File: config.mk
export PLATFORM = sky130hd
export DESIGN_NAME = fixed_partition_fit_allocator_unit
export DESIGN_NICKNAME = d
export VERILOG_FILES = /design/src/sv/fpfa_pkg.sv /design/src/sv/fixed_partition_fit_allocator_unit.sv /design/src/sv/fpfa_ctrl.sv /design/src/sv/fpfa_dp.sv
export SDC_FILE = /design/constraint.sdc
export NUM_CORES = 1
export LEC_CHECK = 0
export BUFFER_PORTS_ARGS = -buffer_cell sky130_fd_sc_hd__buf_2
export CAP_MARGIN = 0
export CORE_MARGIN = 4
export CORE_UTILIZATION = 30
export CTS_CLUSTER_SIZE = 8
export DETAILED_ROUTE_END_ITERATION = 10
export RECOVER_POWER = 100
export SYNTH_ARGS = -nofsm -noshare
export SYNTH_HDL_FRONTEND = slang
export SYNTH_SLANG_ARGS = --single-unit
File: constraint.sdc
create_clock -name clock -period 12.45 [get_ports clock]
set_input_delay 0 -clock clock [delete_from_list [all_inputs] [get_ports clock]]
set_output_delay 0 -clock clock [all_outputs]
set_load 0.01 [all_outputs]
File: src/sv/fpfa_pkg.sv
package fpfa_pkg;

   localparam int MAX_PARTITIONS = 8;
   localparam int SIZE_WIDTH     = 16;
   localparam int INDEX_WIDTH    = $clog2(MAX_PARTITIONS);
   localparam int COUNT_WIDTH    = 4;
   localparam int MODE_WIDTH     = 2;
   localparam int CSR_ADDR_WIDTH = 1;
   localparam int CSR_DATA_WIDTH = 4;

   // request beat command codes
   localparam logic CMD_LOAD    = 1'b0;
   localparam logic CMD_REQUEST = 1'b1;

   // fit mode codes; the unused code behaves as first fit
   localparam logic [MODE_WIDTH-1:0] FIT_FIRST = 2'd0;
   localparam logic [MODE_WIDTH-1:0] FIT_BEST  = 2'd1;
   localparam logic [MODE_WIDTH-1:0] FIT_WORST = 2'd2;

   // configuration register indexes
   localparam logic [CSR_ADDR_WIDTH-1:0] REG_FIT_MODE       = 1'd0;
   localparam logic [CSR_ADDR_WIDTH-1:0] REG_PARTITIONS_USE = 1'd1;

   typedef struct packed {
      logic                   cmd;
      logic [INDEX_WIDTH-1:0] partition_index;
      logic [SIZE_WIDTH-1:0]  partition_size;
      logic [SIZE_WIDTH-1:0]  request_size;
   } req_type;

   typedef struct packed {
      logic                   granted;
      logic [INDEX_WIDTH-1:0] chosen_index;
      logic [SIZE_WIDTH-1:0]  size_before;
      logic [SIZE_WIDTH-1:0]  size_left;
   } rsp_type;

   typedef struct packed {
      logic load;
      logic scan_start;
      logic scan_step;
      logic commit;
   } dp_cmd_type;

   typedef struct packed {
      logic none_to_scan;
      logic scan_last;
      logic first_hit;
   } dp_status_type;

endpackage

File: src/sv/fixed_partition_fit_allocator_unit.sv
// Channel  Ports                               Handshake
// request  start, busy, req_data               taken when start && !busy
// result   rsp_valid, rsp_data                 one-cycle strobe, no back-pressure
// config   csr_we, csr_addr, csr_wdata         written when csr_we
//
// A load beat gives no result; busy stays low.
// A request scans one partition per cycle over min(partitions_in_use, 8)
// partitions, none when the count is zero, fewer in first fit on a hit, then
// commits; busy stays high through scan and commit, so a new request waits.
// The result strobe is registered from commit and comes in the cycle after it, when busy is already low.
// Reset clears the used flags, the state and the result strobe; the receiver cannot stall.
module fixed_partition_fit_allocator_unit import fpfa_pkg::*; (
   input  logic                      clock,
   input  logic                      reset,
   input  logic                      start,
   output logic                      busy,
   input  req_type                   req_data,
   input  logic                      csr_we,
   input  logic [CSR_ADDR_WIDTH-1:0] csr_addr,
   input  logic [CSR_DATA_WIDTH-1:0] csr_wdata,
   output logic                      rsp_valid,
   output rsp_type                   rsp_data
);

   dp_cmd_type    dp_cmd;
   dp_status_type status;

   fpfa_ctrl u_ctrl (
      .clock   (clock),
      .reset   (reset),
      .start   (start),
      .req_cmd (req_data.cmd),
      .status  (status),
      .busy    (busy),
      .dp_cmd  (dp_cmd)
   );

   fpfa_dp u_dp (
      .clock     (clock),
      .reset     (reset),
      .req_data  (req_data),
      .dp_cmd    (dp_cmd),
      .csr_we    (csr_we),
      .csr_addr  (csr_addr),
      .csr_wdata (csr_wdata),
      .status    (status),
      .rsp_valid (rsp_valid),
      .rsp_data  (rsp_data)
   );

endmodule

File: src/sv/fpfa_ctrl.sv
module fpfa_ctrl import fpfa_pkg::*; (
   input  logic          clock,
   input  logic          reset,
   input  logic          start,
   input  logic          req_cmd,
   input  dp_status_type status,
   output logic          busy,
   output dp_cmd_type    dp_cmd
);

   typedef enum logic [1:0] {
      ST_IDLE,
      ST_SCAN,
      ST_COMMIT
   } state_type;

   state_type state_ff;
   state_type state_in;
   logic      accept;

   assign busy   = (state_ff != ST_IDLE);
   assign accept = start && !busy;

   always_comb begin
      state_in = state_ff;
      dp_cmd   = '0;
      case (state_ff)
         ST_IDLE: begin
            if (accept) begin
               if (req_cmd == CMD_REQUEST) begin
                  dp_cmd.scan_start = 1'b1;
                  state_in          = ST_SCAN;
               end else begin
                  dp_cmd.load = 1'b1;
               end
            end
         end
         ST_SCAN: begin
            if (status.none_to_scan) begin
               state_in = ST_COMMIT;
            end else begin
               dp_cmd.scan_step = 1'b1;
               // stop on the last entry, or at once on a first-fit hit
               if (status.scan_last || status.first_hit) begin
                  state_in = ST_COMMIT;
               end
            end
         end
         ST_COMMIT: begin
            dp_cmd.commit = 1'b1;
            state_in      = ST_IDLE;
         end
         default: begin
            state_in = ST_IDLE;
         end
      endcase
   end

   always_ff @(posedge clock) begin
      if (reset) begin
         state_ff <= ST_IDLE;
      end else begin
         state_ff <= state_in;
      end
   end

   a_commit_returns_idle: assert property (@(posedge clock) disable iff (reset)
      (state_ff == ST_COMMIT) |=> (state_ff == ST_IDLE))
      else $error("commit not followed by idle");

   a_request_enters_scan: assert property (@(posedge clock) disable iff (reset)
      (accept && req_cmd == CMD_REQUEST) |=> (state_ff == ST_SCAN))
      else $error("accepted request did not start a scan");

   a_load_stays_idle: assert property (@(posedge clock) disable iff (reset)
      (accept && req_cmd == CMD_LOAD) |=> (state_ff == ST_IDLE))
      else $error("load beat left the idle state");

endmodule

File: src/sv/fpfa_dp.sv
module fpfa_dp import fpfa_pkg::*; (
   input  logic                      clock,
   input  logic                      reset,
   input  req_type                   req_data,
   input  dp_cmd_type                dp_cmd,
   input  logic                      csr_we,
   input  logic [CSR_ADDR_WIDTH-1:0] csr_addr,
   input  logic [CSR_DATA_WIDTH-1:0] csr_wdata,
   output dp_status_type             status,
   output logic                      rsp_valid,
   output rsp_type                   rsp_data
);

   logic [SIZE_WIDTH-1:0]     size_mem [MAX_PARTITIONS];
   logic [MAX_PARTITIONS-1:0] used_ff;

   logic [MODE_WIDTH-1:0]  fit_mode_ff;
   logic [COUNT_WIDTH-1:0] part_count_ff;

   logic [SIZE_WIDTH-1:0]  req_size_ff;
   logic [INDEX_WIDTH-1:0] scan_idx_ff;
   logic                   found_ff;
   logic [INDEX_WIDTH-1:0] pick_ff;
   logic [SIZE_WIDTH-1:0]  pick_size_ff;

   logic                   rsp_valid_ff;
   rsp_type                rsp_ff;

   logic [COUNT_WIDTH-1:0] limit;
   logic [SIZE_WIDTH-1:0]  scan_size;
   logic                   eligible;
   logic                   mode_first;
   logic                   take;
   logic [SIZE_WIDTH-1:0]  size_left;

   always_comb begin
      if (part_count_ff > COUNT_WIDTH'(MAX_PARTITIONS)) begin
         limit = COUNT_WIDTH'(MAX_PARTITIONS);
      end else begin
         limit = part_count_ff;
      end
   end

   assign scan_size  = size_mem[scan_idx_ff];
   assign eligible   = !used_ff[scan_idx_ff] && (scan_size >= req_size_ff);
   assign mode_first = !(fit_mode_ff inside {FIT_BEST, FIT_WORST});

   // best fit: smallest size leaves the smallest remainder, same request
   always_comb begin
      take = 1'b0;
      if (eligible) begin
         if (!found_ff) begin
            take = 1'b1;
         end else begin
            case (fit_mode_ff)
               FIT_BEST:  take = (scan_size < pick_size_ff);
               FIT_WORST: take = (scan_size > pick_size_ff);
               default:   take = 1'b0;
            endcase
         end
      end
   end

   assign status.none_to_scan = (limit == '0);
   assign status.scan_last    = (COUNT_WIDTH'(scan_idx_ff) == (limit - COUNT_WIDTH'(1)));
   assign status.first_hit    = mode_first && eligible;

   assign size_left = pick_size_ff - req_size_ff;

   always_ff @(posedge clock) begin
      if (reset) begin
         fit_mode_ff   <= FIT_FIRST;
         part_count_ff <= COUNT_WIDTH'(MAX_PARTITIONS);
      end else if (csr_we) begin
         case (csr_addr)
            REG_FIT_MODE:       fit_mode_ff   <= csr_wdata[MODE_WIDTH-1:0];
            REG_PARTITIONS_USE: part_count_ff <= csr_wdata[COUNT_WIDTH-1:0];
            default: ;
         endcase
      end
   end

   // size table: no reset; the user must load every partition before it is searched, the block does not enforce it
   always_ff @(posedge clock) begin
      if (dp_cmd.load) begin
         size_mem[req_data.partition_index] <= req_data.partition_size;
      end else if (dp_cmd.commit && found_ff) begin
         size_mem[pick_ff] <= size_left;
      end
   end

   always_ff @(posedge clock) begin
      if (reset) begin
         used_ff <= '0;
      end else if (dp_cmd.load) begin
         used_ff[req_data.partition_index] <= 1'b0;
      end else if (dp_cmd.commit && found_ff) begin
         used_ff[pick_ff] <= 1'b1;
      end
   end

   always_ff @(posedge clock) begin
      if (reset) begin
         found_ff    <= 1'b0;
         scan_idx_ff <= '0;
      end else if (dp_cmd.scan_start) begin
         found_ff    <= 1'b0;
         scan_idx_ff <= '0;
      end else if (dp_cmd.scan_step) begin
         scan_idx_ff <= scan_idx_ff + INDEX_WIDTH'(1);
         if (take) begin
            found_ff <= 1'b1;
         end
      end
   end

   always_ff @(posedge clock) begin
      if (dp_cmd.scan_start) begin
         req_size_ff <= req_data.request_size;
      end
      if (dp_cmd.scan_step && take) begin
         pick_ff      <= scan_idx_ff;
         pick_size_ff <= scan_size;
      end
   end

   always_ff @(posedge clock) begin
      if (reset) begin
         rsp_valid_ff <= 1'b0;
      end else begin
         rsp_valid_ff <= dp_cmd.commit;
      end
   end

   always_ff @(posedge clock) begin
      if (dp_cmd.commit) begin
         if (found_ff) begin
            rsp_ff.granted      <= 1'b1;
            rsp_ff.chosen_index <= pick_ff;
            rsp_ff.size_before  <= pick_size_ff;
            rsp_ff.size_left    <= size_left;
         end else begin
            rsp_ff <= '0;
         end
      end
   end

   assign rsp_valid = rsp_valid_ff;
   assign rsp_data  = rsp_ff;

   a_refusal_is_zero: assert property (@(posedge clock) disable iff (reset)
      (rsp_valid && !rsp_data.granted) |->
      (rsp_data.chosen_index == '0 && rsp_data.size_before == '0 && rsp_data.size_left == '0))
      else $error("refused beat carries nonzero fields");

   a_left_not_above_before: assert property (@(posedge clock) disable iff (reset)
      (rsp_valid && rsp_data.granted) |-> (rsp_data.size_left <= rsp_data.size_before))
      else $error("remainder exceeds size before allocation");

   a_grant_marks_used: assert property (@(posedge clock) disable iff (reset)
      (dp_cmd.commit && found_ff) |=> used_ff[$past(pick_ff)])
      else $error("granted partition not marked used");

endmodule
# Yosys cells after proc, flatten, opt, wreduce, memory -nomap -nowiden
# Memories as Yosys holds them, arrays and structs flattened. A register that Yosys moved wholly into a read port is not among the register bits.
# Index checks and enable logic that the tools add are counted.
# totals
ff_bits	92
ram_bits	128
output_inout_bits	38
word_cells	96
memories	1
# classes
n_addsub	3
order_cmp	9
eq_ne	8
mux	35
n_bitwise	4
n_reduce_logical	22
# memory_table
memory	depth	width	read_ports	rd_clocked_by_memory_dff	write_ports	line_no	text
u_dp.size_mem	8	16	1	1	1	fpfa_dp.sv:14	logic [SIZE_WIDTH-1:0] size_mem [MAX_PARTITIONS];
# ops
cell	count
two-way mux 36 bit	1
>= comparator 16 bit	1
> comparator 16 bit	1
< comparator 16 bit	1
two-way mux 1 bit	16
two-way mux 16 bit	1
two-way mux 8 bit	2
OR reduction 16 bit	1
subtractor 16 bit	1
< comparator 3 x 4 -> 1 bit, second input constant	3
two-way mux 2 bit	6
two-way mux 3 bit	3
AND 8 bit	1
inverter 8 bit	1
bitwise OR 8 bit	1
logical AND 1 bit	7
demux 1 bit (select 3 bit)	2
>= comparator 3 x 1 -> 1 bit, second input constant	2
AND reduction 2 bit	3
nonzero test 2 bit	3
equality test 2 x 1 -> 1 bit, second input constant	2
equality test 2 bit, second input constant	2
equality test 3 x 4 -> 1 bit	1
> comparator 4 bit, second input constant	1
16 further kinds	18

# Depth between registers and ports, before layout
# Gate-level depths: netlist of the first run.
# logic_depth
depth_word	9
depth_mapped	11
ltp_nobuf	9

# Modules after synthesis
# A second synthesis of the first run with hierarchy kept.
# unflattened
hier_cells	679
hier_area_um2	10029.6
# modules_own_cells
mod	instances	cells_per_inst	area_each_um2	seq_area_each_um2
fpfa_dp	1	666	9907.0	6416.2
fpfa_ctrl	1	13	122.6	40.0

# Least setup slack after synthesis of the first run
# Ideal clock, no wire load.
# synth_path
path_kind	flip-flop to flip-flop
startpoint	register with a tool-made name
endpoint	register u_dp.pick_ff[0] (enable)
setup_ns	0.407
t_arrival_ns	3.939
required_ns	12.043
slack_ns	8.104
stages_incl_launch_ff	11
synth_period_minus_slack_ns	4.346
path_cell_list	dfxtp_1 clkbuf_1 buf_2 mux4_2 mux2_2 ha_1 nand4_1 or4_1 o211ai_1 o211ai_1 a31oi_1
# synth_rtl
element	line_no	text
end signal, assigned	fpfa_dp.sv:122	pick_ff <= scan_idx_ff;
end, declared	fpfa_dp.sv:23	logic [INDEX_WIDTH-1:0] pick_ff;

==> results of run 1 <==
-- layer usage --
metal  wire (µm)  vias up  share of wire
met5           0        -              0
met4         717        0          0.030
li1            -     2975              -
met2       12100      153           0.50
met1       10000     3086           0.42
met3        1110       43          0.047
-- sequential cells by signal (all words and copies together), names as in the netlist, named ones only --
name	count
u_dp.rsp_valid	1
u_dp.scan_idx_ff	3
u_dp.rsp_data	36
u_ctrl.state_ff	2
u_dp.found_ff	1
u_dp.fit_mode_ff	2
u_dp.part_count_ff	4
u_dp.used_ff	8
u_dp.pick_ff	3
u_dp.req_size_ff	16
u_dp.size_mem	128
u_dp.pick_size_ff	16
-- metrics by stage --
step	hold WS, ns	total power (W)	area, µm²	util	setup WS (ns)
6_report	0.0173	0.00170	12200	0.371	5.87
5_1_grt	0.0486	0.00176	12200	0.371	5.11
4_1_cts	0.00304	0.00172	12300	0.374	7.97
3_5_place_dp	0.179	0.000975	11000	0.336	7.99
3_3_place_gp	0.178	0.000973	11000	0.336	8.09
2_1_floorplan	0.0989	0.000929	10100	-	8.10
-- how the worst max path moves through the flow --
stage          start              endpoint  cells after the start
3_5_place_dp    flop  u_dp.pick_size_ff[0]                      9
4_1_cts         flop  u_dp.pick_size_ff[5]                      9
3_3_place_gp    flop  u_dp.pick_size_ff[0]                      9
5_1_grt         flop  u_dp.pick_size_ff[5]                      9
6_report        flop  u_dp.pick_size_ff[5]                      9
2_1_floorplan   flop       u_dp.pick_ff[0]                     10
-- kinds of logic after synthesis --
kind of cell	Yosys count
AO/OA/AOI/OAI	118
XOR/XNOR	18
adder cells (fa/ha/maj)	53
buffers and inverters	60
flip-flops	223
multiplexers	53
AND/OR/NAND/NOR	184
-- cell usage after synthesis (all sizes together) (14+ instances only) --
cell type  number  area (µm²)
mux2           17         191
nor3           14        70.1
o21ai          24         120
mux4           34         773
clkbuf         16        60.1
ha             52         651
inv            39         146
a21oi          46         230
nor2           67         251
edfxtp        199        5980
nand2          48         180
dfxtp          24         480
-- report_power, final --
part | total (W) | internal (W) | switching (W)
registers | 0.000839 | 0.000832 | 0.00000665
clock network | 0.000731 | 0.000447 | 0.000284
logic | 0.000129 | 0.0000516 | 0.0000771
total | 0.00170 | 0.00133 | 0.000367
-- timing repair --
item                                    in CTS  in global routing
hold buffers                                42                  0
endpoints found under the setup margin       0                  0
hold endpoints to repair                    41                  0
buffers inserted                             0                  0
-- critical path: stages (launching register included) --
cell,delay [ns]
dfxtp_2,0.31
clkbuf_1,1.89
mux4_2,0.70
mux2_1,0.38
ha_1,0.34
nand4_1,0.12
or4_1,0.55
o211ai_1,0.20
o211ai_1,0.12
a31oi_1,1.54
-- final cells by class --
type                    instances  area (µm²)  area share
clock inverters                 1        8.76    0.000719
multi-input cells             426        3380       0.278
repair buffers                131         806      0.0662
flip-flops and latches        223        6460       0.530
well taps                     442         553      0.0454
inverters                      39         146      0.0120
clock buffers                  44         825      0.0677
==> metrics.md, run 1 <==
| Metric | Value |
|---|---|
| Status | complete, but fails checks |
| Violated checks | max-capacitance violations, max-slew violations |
| Die ar. | 36600 µm² |
| Max cap viols | 8 |
| Post-Synthesis Cell Area | 10100 µm² |
| Rel. slew slack | -0.790 |
| # resized after CTS | 0 |
| FFs w/ async S/R, synth | 0 |
| Total grt overflow | 0 |
| Row cnt | 66 |
| Leakage power | 4.28 nW |
| Hold Path Sink | u_dp.used_ff[4] |
| Nets@finish | 950 |
| RSZ-0062 raised after global routing | no |
| Mean post-synth cell area | 14.2 µm² |
| Compound-Gate Fraction of Synth Area | 0.0720 |
| Clock Sinks | 223 |
| H-tree depth | 1 |
| Maximum fanout along the worst path | 32 |
| FILL cells | 3183 |
| Diode count | 0 |
| WL final | 23.9 mm |
| Clock Skew | 0.0179 ns |
| Layout area overhead | 20.8% |
| Vias in the first global route | 6441 |
| Synth Area in Simple Gates | 0.0852 |
| R2R setup slack | 5.87 ns |
| Synth Register Bits | 223 |
| Arrival time at the worst endpoint | 6.69 ns |
| First-pass GRT wire length | 36.5 mm |
| Peak supply drop | 0.0953 mV |
| FMAX | 0.152 GHz |
| Largest net degree at the start of global routing | 39 |
| Setup CP Type | reg2reg |
| Adder-Cell Fraction of Synth Area | 0.0665 |
| Met3 GRT Util | 0.0225 |
| Clk buf depth | 3 |
| Final std cells w/o fill | 1306 |
| Power Dens Cells | 139 nW/µm² |
| Setup violators final | 0 |
| Netlist cell types | 53 |
| CTS Buf Count | 31 |
| Sum Neg Setup Slack | 0 ns |
| Post-synthesis sequential area ratio | 0.640 |
| Fin crit period | 6.58 ns |
| Most frequent cells in the layout | edfxtp_1 (199), nor2_1 (67), clkbuf_1 (61) |
| Mapped Cells | 709 |
| Syn_nets | 807 |
| Commonest register cell after synthesis | edfxtp_1 |
| Drt pass-1 iters | 5 |
| Reg2Reg Depth | 9 |
| Synth warn | 0 |
| Antenna-violating nets left | 0 |
| HPWL after detailed placement | 16.3 mm |
| Mux contribution to synthesized area | 0.0977 |
| Reg-to-Reg End | u_dp.pick_size_ff[5] |
| Area share of xor/xnor cells in the synthesized design | 0.0156 |
| Slew Limit Fails | 197 |
| Initial antenna violation count | 0 |
| Hold path depth | 4 |
| GRT met2 Usage | 0.228 |
| Number of buffers added on ports | 82 |
| Reg clk slew, reported paths | 0.05 ns |
| Vias after detailed routing | 6257 |
| WP data required | 12.57 ns |
| Residual DRC | 0 |
| CTS tree | yes |
| Fin. Hold Viols | 0 |
| Core Area | 32900 µm² |
| Worst-Margin Slew | 2.69 ns |
| Largest family of logic cells by synthesized area | multiplexers |
| EDFF count, synth | 199 |
| Hold Path Class | in2reg |
| GRT Util Overall | 0.130 |
| Root buffer cell | clkbuf_16 |
| Routability cong. | 0.857 |
| Die Wd | 191 µm |
| 1st-iter DRT viols | 358 |
| Busiest layer in global routing | met2 |
| Worst setup EP type | flop |
| Hold Crit Start | start |
| Clk Latency, worst-skew pair | 0.54 ns |
| Die Y | 191 µm |
| Ports | 83 |
| Leading cell type in the layout, fill and taps excluded | edfxtp_1 |
| Ratio of cells with drive above 1 in the final layout | 0.133 |
| Post-route clock period utilization | 0.528 |
| Average vias per placed instance | 4.79 |
| CP Launch Type | flop |
| Met1 Usage GRT | 0.162 |
| Starting Density | 0.307 |
| Detailed-route wire length per cell | 18.3 µm |
| Post-Place Cells | 1219 |
Power figures use the tool's default switching activity.
==> run 2, diff against run 1 <==
clock period = 6.89 ns   (was 12.45 ns; I/O delays follow)
==> run 2 against run 1 <==
The flow still finishes with violations (max-capacitance violations, max-slew violations). Non-clock buffer count rose by 2. Die area did not move. Worst hold slack improved by 0.023 ns. Via count rose by 0.54%. Maximum frequency rose by 30%. Wire length rose by 0.71%. Utilization rose by 0.076 points. Sequential cell count did not move. Worst setup slack got worse by 4.1 ns. Global-route usage rose by 0.15 points. First-iteration DRC count fell by 6.1%. Critical path depth did not move.
==> metrics.md, run 2 (synthesis gave the netlist of run 1 again) <==
| Metric | Value |
|---|---|
| Status | complete, but fails checks |
| Violated checks | max-capacitance violations, max-slew violations |
| H-tree depth | 1 |
| Core Area | 32900 µm² |
| Die Wd | 191 µm |
| Max reg flops | 128 |
| Internal power | 0.00240 W |
| Die ar. | 36600 µm² |
| Setup CP Type | reg2reg |
| Seq pwr share | 0.495 |
| Layout area overhead | 21.0% |
| Fin crit period | 5.07 ns |
| Root buffer cell | clkbuf_16 |
| Total grt overflow | 0 |
| Post-route clock period utilization | 0.736 |
| Gate power share | 0.075 |
| Clk Latency, worst-skew pair | 0.54 ns |
| Die Y | 191 µm |
| Ports | 83 |
| Sw frac | 0.217 |
| Sum Neg Setup Slack | 0 ns |
| Switching power | 0.000666 W |
| WL final | 24.1 mm |
| 1st-iter DRT viols | 336 |
| Residual DRC | 0 |
| Post-Place Cells | 1219 |
| Routability cong. | 0.816 |
| First-pass GRT wire length | 36.8 mm |
| Max stage delay cell, worst path | dfxtp_1 |
| # resized after CTS | 0 |
| Worst setup EP type | flop |
| CP Launch Type | flop |
| Number of buffers added on ports | 82 |
| Clock Skew | 0.0213 ns |
| Vias in the first global route | 6568 |
| Power Dens Cells | 252 nW/µm² |
| RSZ-0062 raised after global routing | no |
| Reg clk slew, reported paths | 0.05 ns |
| Maximum fanout along the worst path | 19 |
| GRT Util Overall | 0.131 |
| Rel. slew slack | -0.413 |
| Ratio of cells with drive above 1 in the final layout | 0.135 |
| WP data required | 7.04 ns |
| Antenna-violating nets left | 0 |
| Peak supply drop | 0.155 mV |
| Worst-Margin Slew | 2.12 ns |
| Clock Sinks | 223 |
| Drt pass-1 iters | 5 |
| Reg with most FFs | u_dp.size_mem |
| Most frequent cells in the layout | edfxtp_1 (199), nor2_1 (67), clkbuf_1 (59) |
| FMAX | 0.197 GHz |
| Setup violators final | 0 |
| HPWL after detailed placement | 16.6 mm |
| CTS Buf Count | 31 |
| Diode count | 0 |
| Leading cell type in the layout, fill and taps excluded | edfxtp_1 |
| Slew Limit Fails | 144 |
| CTS tree | yes |
| CP peak stage delay | 1.04 ns |
| Clock power frac | 0.430 |
| CP bufs+invs | 1 |
| Vias after detailed routing | 6291 |
| Leakage power | 4.29 nW |
| Fin. Hold Viols | 0 |
| Starting Density | 0.307 |
| Detailed-route wire length per cell | 18.4 µm |
| Top Registers | u_dp.size_mem x128, u_dp.rsp_data x36 |
| Arrival time at the worst endpoint | 5.22 ns |
| CP Cell Sequence | buf_4 > mux4_2 > mux2_1 > ha_1 > nand4_1 > o41a_1 > nor4_1 > o21ai_0 > a31oi_2 |
| Layout Utilization | 0.371 |
| Average vias per placed instance | 4.81 |
| Max cap viols | 6 |
| Row cnt | 66 |
| Initial antenna violation count | 1 |
| Hold Path Class | in2reg |
| Final std cells w/o fill | 1307 |
| WHS | 0.0402 ns |
| Clk buf depth | 3 |
| Largest net degree at the start of global routing | 39 |
| Nets@finish | 952 |
| Critical path's top delay family | compound AO/OA/AOI/OAI gates |
[run 2: cell count changes in the layout (fill, tap and decap cells not counted)]
cell           delta
a31oi_1           -1
a31oi_2           +1
buf_4             +1
clkbuf_1          -2
dfxtp_1           +1
dfxtp_2           -1
dlygate4sd3_1     +2
mux2_1            -1
mux2_2            +1
o21ai_0           +1
o21ai_1           -1
[run 2: power groups by stage]
stage          sequential [W]  combinational (W)  clock [W]
3_3_place_gp          0.00154           0.000214          0
4_1_cts               0.00152           0.000235    0.00135
2_1_floorplan         0.00154           0.000140          0
5_1_grt               0.00152           0.000254    0.00142
6_report              0.00152           0.000229    0.00132
3_5_place_dp          0.00154           0.000217          0
[run 2: metrics by stage]
stage                     area [µm²]  setup WS [ns]  power [W]
after floorplan                10100           2.54    0.00168
after global placement         11000           2.32    0.00176
after detailed placement       11000           2.26    0.00176
after CTS                      12300           2.24    0.00311
after global routing           12200           1.29    0.00319
final                          12200           1.82    0.00307
[run 2: final timing paths]
kind / startpoint / endpoint / slack, ns / depth (start not counted)
min reg2reg: u_dp.used_ff[7] / u_dp.used_ff[7] / 0.53 / 2
min: start / u_dp.used_ff[2] / 0.04 / 4
max: flop / u_dp.pick_size_ff[4] / 1.82 / 9
max reg2reg: flop / u_dp.pick_size_ff[4] / 1.82 / 9
[run 2: worst register-to-register path, stage by stage, from the launching register on]
cell and delay, ns:
dfxtp_1 1.04, buf_4 0.48, mux4_2 0.55, mux2_1 0.37
ha_1 0.33, nand4_1 0.09, o41a_1 0.46, nor4_1 0.34
o21ai_0 0.17, a31oi_2 0.85
[run 2: per-layer routing]
metal,share of wire,vias to the layer above,global-route usage
met3,0.052,42,0.0234
met5,0,-,0
met1,0.41,3109,0.162
li1,-,2975,-
met2,0.51,165,0.234
met4,0.026,0,0.0403
[run 2: layout make-up]
type	instances	area, µm²
clock inverter	1	8.76
timing repair buffer	133	830
inverter	39	146
fill	3196	20700
multi-input combinational	426	3390
clock buffer	43	821
tap	442	553
sequential	223	6460
[run 2: repair_timing]
action	4_1_cts	5_1_grt
buffers inserted	0	0
hold endpoints to repair	41	0
hold buffers	44	0
